==> src/afsd_pkg.sv <==
`timescale 1ns / 1ps
`default_nettype none

package afsd_pkg;

  // Samples summed into one window.
  localparam int unsigned SAMPLES_PER_WINDOW = 10;

  localparam int unsigned ACCEL_W = 16;
  localparam int unsigned TIME_W  = 32;
  localparam int unsigned THR_W   = 39;
  localparam int unsigned FACE_W  = 3;

  // A window sum holds SAMPLES_PER_WINDOW full-scale samples without wrapping.
  localparam int unsigned SUM_W = ACCEL_W + $clog2(SAMPLES_PER_WINDOW);
  localparam int unsigned SQ_W  = 2 * SUM_W;
  localparam int unsigned SQS_W = SQ_W + 2;
  localparam int unsigned CMP_W = (SQS_W > THR_W) ? SQS_W : THR_W;
  localparam int unsigned CNT_W = (SAMPLES_PER_WINDOW > 1) ?
                                  $clog2(SAMPLES_PER_WINDOW) : 1;
  localparam logic [CNT_W-1:0] CNT_LAST = CNT_W'(SAMPLES_PER_WINDOW - 1);

  // Configuration port.
  localparam int unsigned CFG_IDX_W  = 3;
  localparam int unsigned CFG_DATA_W = THR_W;

  localparam logic [CFG_IDX_W-1:0] REG_SHAKE_THRESHOLD_SQ = 3'd0;
  localparam logic [CFG_IDX_W-1:0] REG_SHAKE_HOLDOFF_US   = 3'd1;
  localparam logic [CFG_IDX_W-1:0] REG_SHAKE_ENABLE       = 3'd2;
  localparam logic [CFG_IDX_W-1:0] REG_FACE_ENABLE        = 3'd3;

  localparam logic [THR_W-1:0]  THRESHOLD_RESET = 39'd300000000;
  localparam logic [TIME_W-1:0] HOLDOFF_RESET   = 32'd1500000;

  // Face codes are {axis, positive}; the none code follows the six faces.
  localparam logic [FACE_W-1:0] FACE_NONE = 3'd6;
  localparam logic [1:0] AXIS_X = 2'd0;
  localparam logic [1:0] AXIS_Y = 2'd1;
  localparam logic [1:0] AXIS_Z = 2'd2;

  typedef struct packed {
    logic signed [ACCEL_W-1:0] accel_x;
    logic signed [ACCEL_W-1:0] accel_y;
    logic signed [ACCEL_W-1:0] accel_z;
    logic                      sample_ok;
    logic [TIME_W-1:0]         time_us;
  } afsd_in_t;

  typedef struct packed {
    logic              shake_event;
    logic              face_changed;
    logic [FACE_W-1:0] face_code;
  } afsd_out_t;

endpackage

`default_nettype wire

==> src/accel_face_and_shake_detector_top.sv <==
`timescale 1ns / 1ps
`default_nettype none

// Channel | Direction | Handshake          | Word
// in_     | input     | in_valid/in_stall  | afsd_in_t: one three-axis sample
// out_    | output    | out_valid/out_stall| afsd_out_t: one result per window
// cfg_    | input     | cfg_valid/cfg_ready| register index and write data
//
// One sample word is taken every clock cycle while in_stall is low; the
// accumulator adders set the pace. After the window's last sample is accepted, a
// result is built in steps: accumulate, square the sums, threshold and face decision.
// Synchronous active-low reset clears the sums, the window count, the last shake
// time, sets the stored face to none and loads the register defaults.
// A stall on the result side fills the stages in turn; in_stall rises only once
// the input register holds a window-closing sample that cannot move on.
module accel_face_and_shake_detector_top (
  input  wire                                 clk,
  input  wire                                 rst_n,
  input  wire                                 in_valid,
  output logic                                in_stall,
  input  wire  afsd_pkg::afsd_in_t            in_data,
  output logic                                out_valid,
  input  wire                                 out_stall,
  output afsd_pkg::afsd_out_t                 out_data,
  input  wire                                 cfg_valid,
  output logic                                cfg_ready,
  input  wire  [afsd_pkg::CFG_IDX_W-1:0]      cfg_index,
  input  wire  [afsd_pkg::CFG_DATA_W-1:0]     cfg_wdata
);
  import afsd_pkg::*;

  // Configuration registers.
  logic [THR_W-1:0]  thresh_r;
  logic [TIME_W-1:0] holdoff_r;
  logic              shake_en_r;
  logic              face_en_r;

  // Input register.
  logic     in_valid_r;
  afsd_in_t in_data_r;

  // Window accumulators.
  logic [CNT_W-1:0]        cnt_r;
  logic signed [SUM_W-1:0] sum_x_r, sum_y_r, sum_z_r;

  // Finished window sums.
  logic                    fin_valid_r;
  logic signed [SUM_W-1:0] fin_x_r, fin_y_r, fin_z_r;
  logic [TIME_W-1:0]       fin_time_r;

  // Squares stage.
  logic              sq_valid_r;
  logic [SQ_W-1:0]   sq_x_r, sq_y_r, sq_z_r;
  logic              pos_x_r, pos_y_r, pos_z_r;
  logic [TIME_W-1:0] sq_time_r;

  // Decision state and output register.
  logic [TIME_W-1:0] last_shake_r;
  logic [FACE_W-1:0] stored_face_r;
  logic              out_valid_r;
  afsd_out_t         out_data_r;

  logic                    win_end;
  logic                    consume;
  logic                    in_load;
  logic                    fin_adv;
  logic                    sq_adv;
  logic                    out_adv;
  logic signed [SUM_W-1:0] add_x, add_y, add_z;
  logic signed [SUM_W-1:0] sum_x_nxt, sum_y_nxt, sum_z_nxt;
  logic [SUM_W-1:0]        mag_x, mag_y, mag_z;
  logic [SQS_W-1:0]        sq_sum;
  logic                    over_thresh;
  logic                    past_holdoff;
  logic                    shake_hit;
  logic [1:0]              axis;
  logic [SQ_W-1:0]         sq_sel;
  logic                    pos_sel;
  logic [FACE_W-1:0]       face_new;
  afsd_out_t               out_data_nxt;
  logic [TIME_W-1:0]       last_shake_nxt;
  logic [FACE_W-1:0]       stored_face_nxt;

  // Each stage moves forward when it is empty or the stage after it moves.
  assign out_adv  = !out_valid_r || !out_stall;
  assign sq_adv   = !sq_valid_r || out_adv;
  assign fin_adv  = !fin_valid_r || sq_adv;
  assign win_end  = (cnt_r == CNT_LAST);
  // Only a sample that closes a window needs room downstream.
  assign consume  = in_valid_r && (!win_end || fin_adv);
  assign in_stall = in_valid_r && !consume;
  assign in_load  = in_valid && !in_stall;

  assign cfg_ready = 1'b1;
  assign out_valid = out_valid_r;
  assign out_data  = out_data_r;

  // A failed read still takes its slot but adds zero.
  always_comb begin
    add_x = '0;
    add_y = '0;
    add_z = '0;
    if (in_data_r.sample_ok) begin
      add_x = {{(SUM_W-ACCEL_W){in_data_r.accel_x[ACCEL_W-1]}}, in_data_r.accel_x};
      add_y = {{(SUM_W-ACCEL_W){in_data_r.accel_y[ACCEL_W-1]}}, in_data_r.accel_y};
      add_z = {{(SUM_W-ACCEL_W){in_data_r.accel_z[ACCEL_W-1]}}, in_data_r.accel_z};
    end
    sum_x_nxt = sum_x_r + add_x;
    sum_y_nxt = sum_y_r + add_y;
    sum_z_nxt = sum_z_r + add_z;
  end

  // Magnitudes; the most negative sum maps onto its unsigned magnitude correctly.
  assign mag_x = fin_x_r[SUM_W-1] ? SUM_W'(-fin_x_r) : SUM_W'(fin_x_r);
  assign mag_y = fin_y_r[SUM_W-1] ? SUM_W'(-fin_y_r) : SUM_W'(fin_y_r);
  assign mag_z = fin_z_r[SUM_W-1] ? SUM_W'(-fin_z_r) : SUM_W'(fin_z_r);

  // Window-end decision: threshold with holdoff, and the dominant axis.
  always_comb begin
    sq_sum       = SQS_W'(sq_x_r) + SQS_W'(sq_y_r) + SQS_W'(sq_z_r);
    over_thresh  = CMP_W'(sq_sum) > CMP_W'(thresh_r);
    past_holdoff = (sq_time_r - last_shake_r) > holdoff_r;
    shake_hit    = shake_en_r && over_thresh && past_holdoff;

    // Strict compares, so a tie keeps the earlier axis.
    axis    = AXIS_X;
    sq_sel  = sq_x_r;
    pos_sel = pos_x_r;
    if (sq_y_r > sq_x_r) begin
      axis    = AXIS_Y;
      sq_sel  = sq_y_r;
      pos_sel = pos_y_r;
    end
    if (sq_z_r > sq_sel) begin
      axis    = AXIS_Z;
      pos_sel = pos_z_r;
    end
    face_new = {axis, pos_sel};

    out_data_nxt.shake_event  = shake_hit;
    out_data_nxt.face_changed = face_en_r && (face_new != stored_face_r);
    out_data_nxt.face_code    = face_en_r ? face_new : stored_face_r;

    last_shake_nxt  = shake_hit ? sq_time_r : last_shake_r;
    stored_face_nxt = face_en_r ? face_new : stored_face_r;
  end

  // Control state.
  always_ff @(posedge clk) begin
    if (!rst_n) begin
      thresh_r      <= THRESHOLD_RESET;
      holdoff_r     <= HOLDOFF_RESET;
      shake_en_r    <= 1'b0;
      face_en_r     <= 1'b0;
      in_valid_r    <= 1'b0;
      cnt_r         <= '0;
      sum_x_r       <= '0;
      sum_y_r       <= '0;
      sum_z_r       <= '0;
      fin_valid_r   <= 1'b0;
      sq_valid_r    <= 1'b0;
      last_shake_r  <= '0;
      stored_face_r <= FACE_NONE;
      out_valid_r   <= 1'b0;
    end else begin
      if (cfg_valid && cfg_ready) begin
        case (cfg_index)
          REG_SHAKE_THRESHOLD_SQ: thresh_r   <= cfg_wdata[THR_W-1:0];
          REG_SHAKE_HOLDOFF_US:   holdoff_r  <= cfg_wdata[TIME_W-1:0];
          REG_SHAKE_ENABLE:       shake_en_r <= cfg_wdata[0];
          REG_FACE_ENABLE:        face_en_r  <= cfg_wdata[0];
          default: ;
        endcase
      end

      if (in_load) begin
        in_valid_r <= 1'b1;
      end else if (consume) begin
        in_valid_r <= 1'b0;
      end

      if (consume) begin
        if (win_end) begin
          cnt_r   <= '0;
          sum_x_r <= '0;
          sum_y_r <= '0;
          sum_z_r <= '0;
        end else begin
          cnt_r   <= cnt_r + 1'b1;
          sum_x_r <= sum_x_nxt;
          sum_y_r <= sum_y_nxt;
          sum_z_r <= sum_z_nxt;
        end
      end

      if (consume && win_end) begin
        fin_valid_r <= 1'b1;
      end else if (sq_adv) begin
        fin_valid_r <= 1'b0;
      end

      if (sq_adv) begin
        sq_valid_r <= fin_valid_r;
      end

      if (out_adv) begin
        out_valid_r <= sq_valid_r;
        if (sq_valid_r) begin
          last_shake_r  <= last_shake_nxt;
          stored_face_r <= stored_face_nxt;
        end
      end
    end
  end

  // Payload registers.
  always_ff @(posedge clk) begin
    if (in_load) begin
      in_data_r <= in_data;
    end
    if (consume && win_end) begin
      fin_x_r    <= sum_x_nxt;
      fin_y_r    <= sum_y_nxt;
      fin_z_r    <= sum_z_nxt;
      fin_time_r <= in_data_r.time_us;
    end
    if (sq_adv) begin
      sq_x_r    <= SQ_W'(mag_x * mag_x);
      sq_y_r    <= SQ_W'(mag_y * mag_y);
      sq_z_r    <= SQ_W'(mag_z * mag_z);
      pos_x_r   <= !fin_x_r[SUM_W-1] && (fin_x_r != '0);
      pos_y_r   <= !fin_y_r[SUM_W-1] && (fin_y_r != '0);
      pos_z_r   <= !fin_z_r[SUM_W-1] && (fin_z_r != '0);
      sq_time_r <= fin_time_r;
    end
    if (out_adv && sq_valid_r) begin
      out_data_r <= out_data_nxt;
    end
  end

`ifndef SYNTHESIS
  // The window count never runs past the last slot.
  a_cnt_range: assert property (@(posedge clk) disable iff (!rst_n)
    cnt_r <= CNT_LAST)
    else $error("window count out of range");

  // A face change is only reported while face detection is on.
  a_face_en: assert property (@(posedge clk) disable iff (!rst_n)
    (out_valid_r && out_data_r.face_changed) |-> face_en_r)
    else $error("face change with face detection off");

  // A shake is only reported while shake detection is on.
  a_shake_en: assert property (@(posedge clk) disable iff (!rst_n)
    (out_valid_r && out_data_r.shake_event) |-> shake_en_r)
    else $error("shake with shake detection off");

  // The reported face is the face kept for the next window.
  a_face_kept: assert property (@(posedge clk) disable iff (!rst_n)
    (out_adv && sq_valid_r) |=> (out_data_r.face_code == stored_face_r))
    else $error("reported face differs from stored face");

  // The input side only stalls while the input register is full.
  a_stall_full: assert property (@(posedge clk) disable iff (!rst_n)
    !in_valid_r |-> !in_stall)
    else $error("stall with empty input register");
`endif

endmodule

`default_nettype wire

==> config.mk <==
export PLATFORM = sky130hd
export DESIGN_NAME = accel_face_and_shake_detector_top
export DESIGN_NICKNAME = d
export VERILOG_FILES = /design/src/afsd_pkg.sv /design/src/accel_face_and_shake_detector_top.sv
export SDC_FILE = /design/constraint.sdc
export NUM_CORES = 2
export LEC_CHECK = 0
export BUFFER_PORTS_ARGS = -buffer_cell sky130_fd_sc_hd__buf_2
export CAP_MARGIN = 20
export CORE_UTILIZATION = 53
export CTS_CLUSTER_SIZE = 12
export DETAILED_ROUTE_END_ITERATION = 8
export GPL_TIMING_DRIVEN = 0
export PLACE_DENSITY_LB_ADDON = 0.12
export SLEW_MARGIN = 15
export SYNTH_ARGS = -nofsm -noshare
export SYNTH_HDL_FRONTEND = slang
export SYNTH_SLANG_ARGS = --single-unit
==> constraint.sdc <==
create_clock -name clk -period 18.3 [get_ports clk]
set_input_delay 0.915 -clock clk [delete_from_list [all_inputs] [get_ports clk]]
set_output_delay 0.915 -clock clk [all_outputs]
set_load 0.02 [all_outputs]
==> key figures <==
Cells and area
  • Synth-to-layout area growth: 7.80%
  • Final std cells w/o fill: 8353
  • Share of layout cells above drive strength 1: 0.0472
  • Storage element area: 13400 um2
  • Final net count: 8511
  • Most frequent cells in the layout: inv_1 (1347), fa_1 (886), ha_1 (716)
  • Most common cell after layout, fill and taps aside: inv_1
  • Area of the multi-input gates: 43700 um2
  • Filler cells: 10400

STA
  • Fin. max-slew vios: 0
  • Setup-failing EPs final: 0
  • Final hold violations: 0
  • Worst Skew: 43.4 ps
  • RSZ-0062 raised after global routing: false
  • Hold Slack: 414 ps
  • Fmax: 84.9 MHz
  • Slew HR: 0.176
  • Period utilization: 0.644
  • Setup TNS: 0 ps
  • Post-layout min period: 11780 ps
  • Worst slew pin tran: 1230 ps

Setup path
  • Most frequent CP cell: fa_1
  • Critical Path AT: 12180 ps
  • Req. time, crit path: 18690 ps
  • RR Endpoint: sq_x_r[35]
  • Max stage delay on crit path: 740 ps
  • Kind of critical path: reg -> reg
  • Setup crit end kind: flop
  • CP Launch Type: flop
  • R2R Setup Slk: 6520 ps
  • Reg2reg path depth: 31
  • Critical-path top delay cell: clkbuf_1
  • Worst Path Max Fanout: 11
  • FF-to-FF Start: fin_x_r[0]

Logic synthesis
  • Mapped Area: 62600 um2
  • Post-synth cell types: 100
  • Synth top area cells: fa_1 (28%), edfxtp_1 (16%), ha_1 (14%), inv_1 (8.1%), dfxtp_1 (5.6%)
  • Compound-Gate Fraction of Synth Area: 0.101
  • Predominant post-synthesis flop cell: edfxtp_1
  • Simple-gate share of the synthesized area: 0.109
  • Ys Warns: 0
  • Largest family of logic cells by synthesized area: adder cells
  • Syn avg cell area: 9.60 um2
  • Synthesized netlist cell count: 6523
  • Post-synthesis async set-or-reset flop share: 0
  • Area share of the largest cell type after synthesis: 0.283
  • Register area share after synthesis: 0.214
  • Post-synthesis mux area share: 0.0135
  • Xor and xnor fraction of the mapped netlist area: 0.0436
  • EDFF count, synth: 330
  • Register bit total from synthesis: 506
  • Area leader, netlist: fa_1
  • Adder-Cell Fraction of Synth Area: 0.426

Floorplan
  • # rows: 125
  • Die height: 346 um
  • Die width: 346 um
  • Die area: 120000 um2
  • Initial core utilization: 0.537
  • Core area: 117000 um2
  • I/O pin count: 136

Place
  • Hpwl dp: 136000 um
  • IO Port Bufs: 133
  • Placed insts: 8245
  • RePlAce Congestion: 0.962

Clock tree
  • Root buffer cell: clkbuf_16
  • CTS buffer count: 55
  • H-tree depth: 2
  • Clock Sinks: 506
  • Worst skew pair latency: 660 ps
  • Hold_buf cts: 0
  • # resized after CTS: 0
  • Clock slew at reported path FFs: 60 ps
  • CTS tree: done
  • CTS max path bufs: 3
  • Setup Buffers After CTS: 0

Routing
  • Residual DRC: 0
  • Initial DRC count: 3046
  • TritonRoute pass-1 iters: 5
  • Per-cell routed wire length: 19.2 um
  • DR vias/cell: 5.44
  • Routed wire length: 160000 um
  • Antenna Nets Post-Route: 0
  • Total number of vias: 45400

Job
  • Max cap viols: 0

Power
  • LEAKAGE: 33.2 nW
  • Peak supply drop: 143 uV
  • Pwr dens: 72.9 nW/um2

Hold path
  • Hold Path Depth: 0
  • Hold path startpoint: in_data_r[26]
  • Hold path endpoint: fin_time_r[26]
  • HP Class: reg -> reg

Global route
  • Initial antenna violation count: 1
  • First-pass GRT wire length: 257000 um
  • Total global-route track usage: 0.275
  • Remaining Overflow, GRT: 0
  • Vias in the first global route: 47300
  • Largest net degree at the start of global routing: 57

Outcome
  • Status: complete, no violations
[worst max-delay path, delay by kind of cell (launching register included)]
family,cells,cell delay [ps]
compound gates,8,2710
fa+ha+maj,9,4260
simple gates,5,1130
xor+xnor,2,420
flops,1,650
buf+inv,7,2360
[cells in the mapped netlist (44+ instances only)]
cell type and number:
a21o_1 150, a21oi_1 318, a22oi_1 44, and2_1 57
clkbuf_1 134, dfxtp_1 176, edfxtp_1 330, fa_1 886
ha_1 716, inv_1 1348, mux2i_1 75, nand2_1 648
nand3_1 77, nand4_1 51, nor2_1 445, nor3_1 88
o211ai_1 51, o21a_1 49, o21ai_0 126, xnor2_1 205
xor2_1 94
[layout make-up]
cell class | count | area share
Buffer | 160 | 0.00979
Multi-Input combinational cell | 4545 | 0.647
Clock inverter | 20 | 0.00317
Timing Repair Buffer | 151 | 0.0135
Tap cell | 1524 | 0.0282
Inverter | 1362 | 0.0758
Sequential cell | 506 | 0.199
Clock buffer | 84 | 0.0234
Antenna cell | 1 | 0.0000371
[where the power goes]
group | internal, mW | switching [mW]
combinational | 0.971 | 1.41
clock | 0.616 | 0.486
sequential | 1.33 | 0.109
total | 2.92 | 2.01
[logic make-up after synthesis]
kind of cell               count (synthesis)
adders and majority gates               1602
and+or+nand+nor                         1546
DFF                                      506
muxes                                     82
other                                      2
buffers and inverters                   1522
xor gates and xnor gates                 305
AOI/OAI and AO/OA                        958
[per-stage QoR]
step	total power [mW]	area, um2	utilization	worst slack, ps
floorplan	3.14	62800	-	9320
global placement	3.76	65400	0.560	6370
detailed placement	3.80	65700	0.563	6710
CTS	4.92	67500	0.578	6680
global route	5.28	67500	0.579	6080
finish	4.92	67500	0.579	6520
[metal layers]
metal | routed length, um | track usage
met5 | 0 | 0
met4 | 4900 | 0.0788
met3 | 9570 | 0.0367
met2 | 75100 | 0.462
met1 | 70900 | 0.373
[worst max path at each step]
stage / startpoint / endpoint / slack [ps]
after floorplan: fin_y_r[0] / sq_y_r[38] / 9320
after CTS: fin_x_r[0] / sq_x_r[35] / 6680
after global routing: fin_x_r[0] / sq_x_r[35] / 6080
final: fin_x_r[0] / sq_x_r[35] / 6520
after global placement: fin_x_r[0] / sq_x_r[35] / 6370
after detailed placement: fin_x_r[0] / sq_x_r[35] / 6710
[registers in the layout, indices dropped and copies added, names as in the netlist, 32 cells and up]
| name | cells |
|---|---|
| in_data_r | 81 |
| sq_x_r | 39 |
| sq_y_r | 39 |
| sq_z_r | 39 |
| thresh_r | 39 |
| fin_time_r | 32 |
| holdoff_r | 32 |
| last_shake_r | 32 |
| sq_time_r | 32 |
No activity file was read; power rests on OpenSTA's default activity.
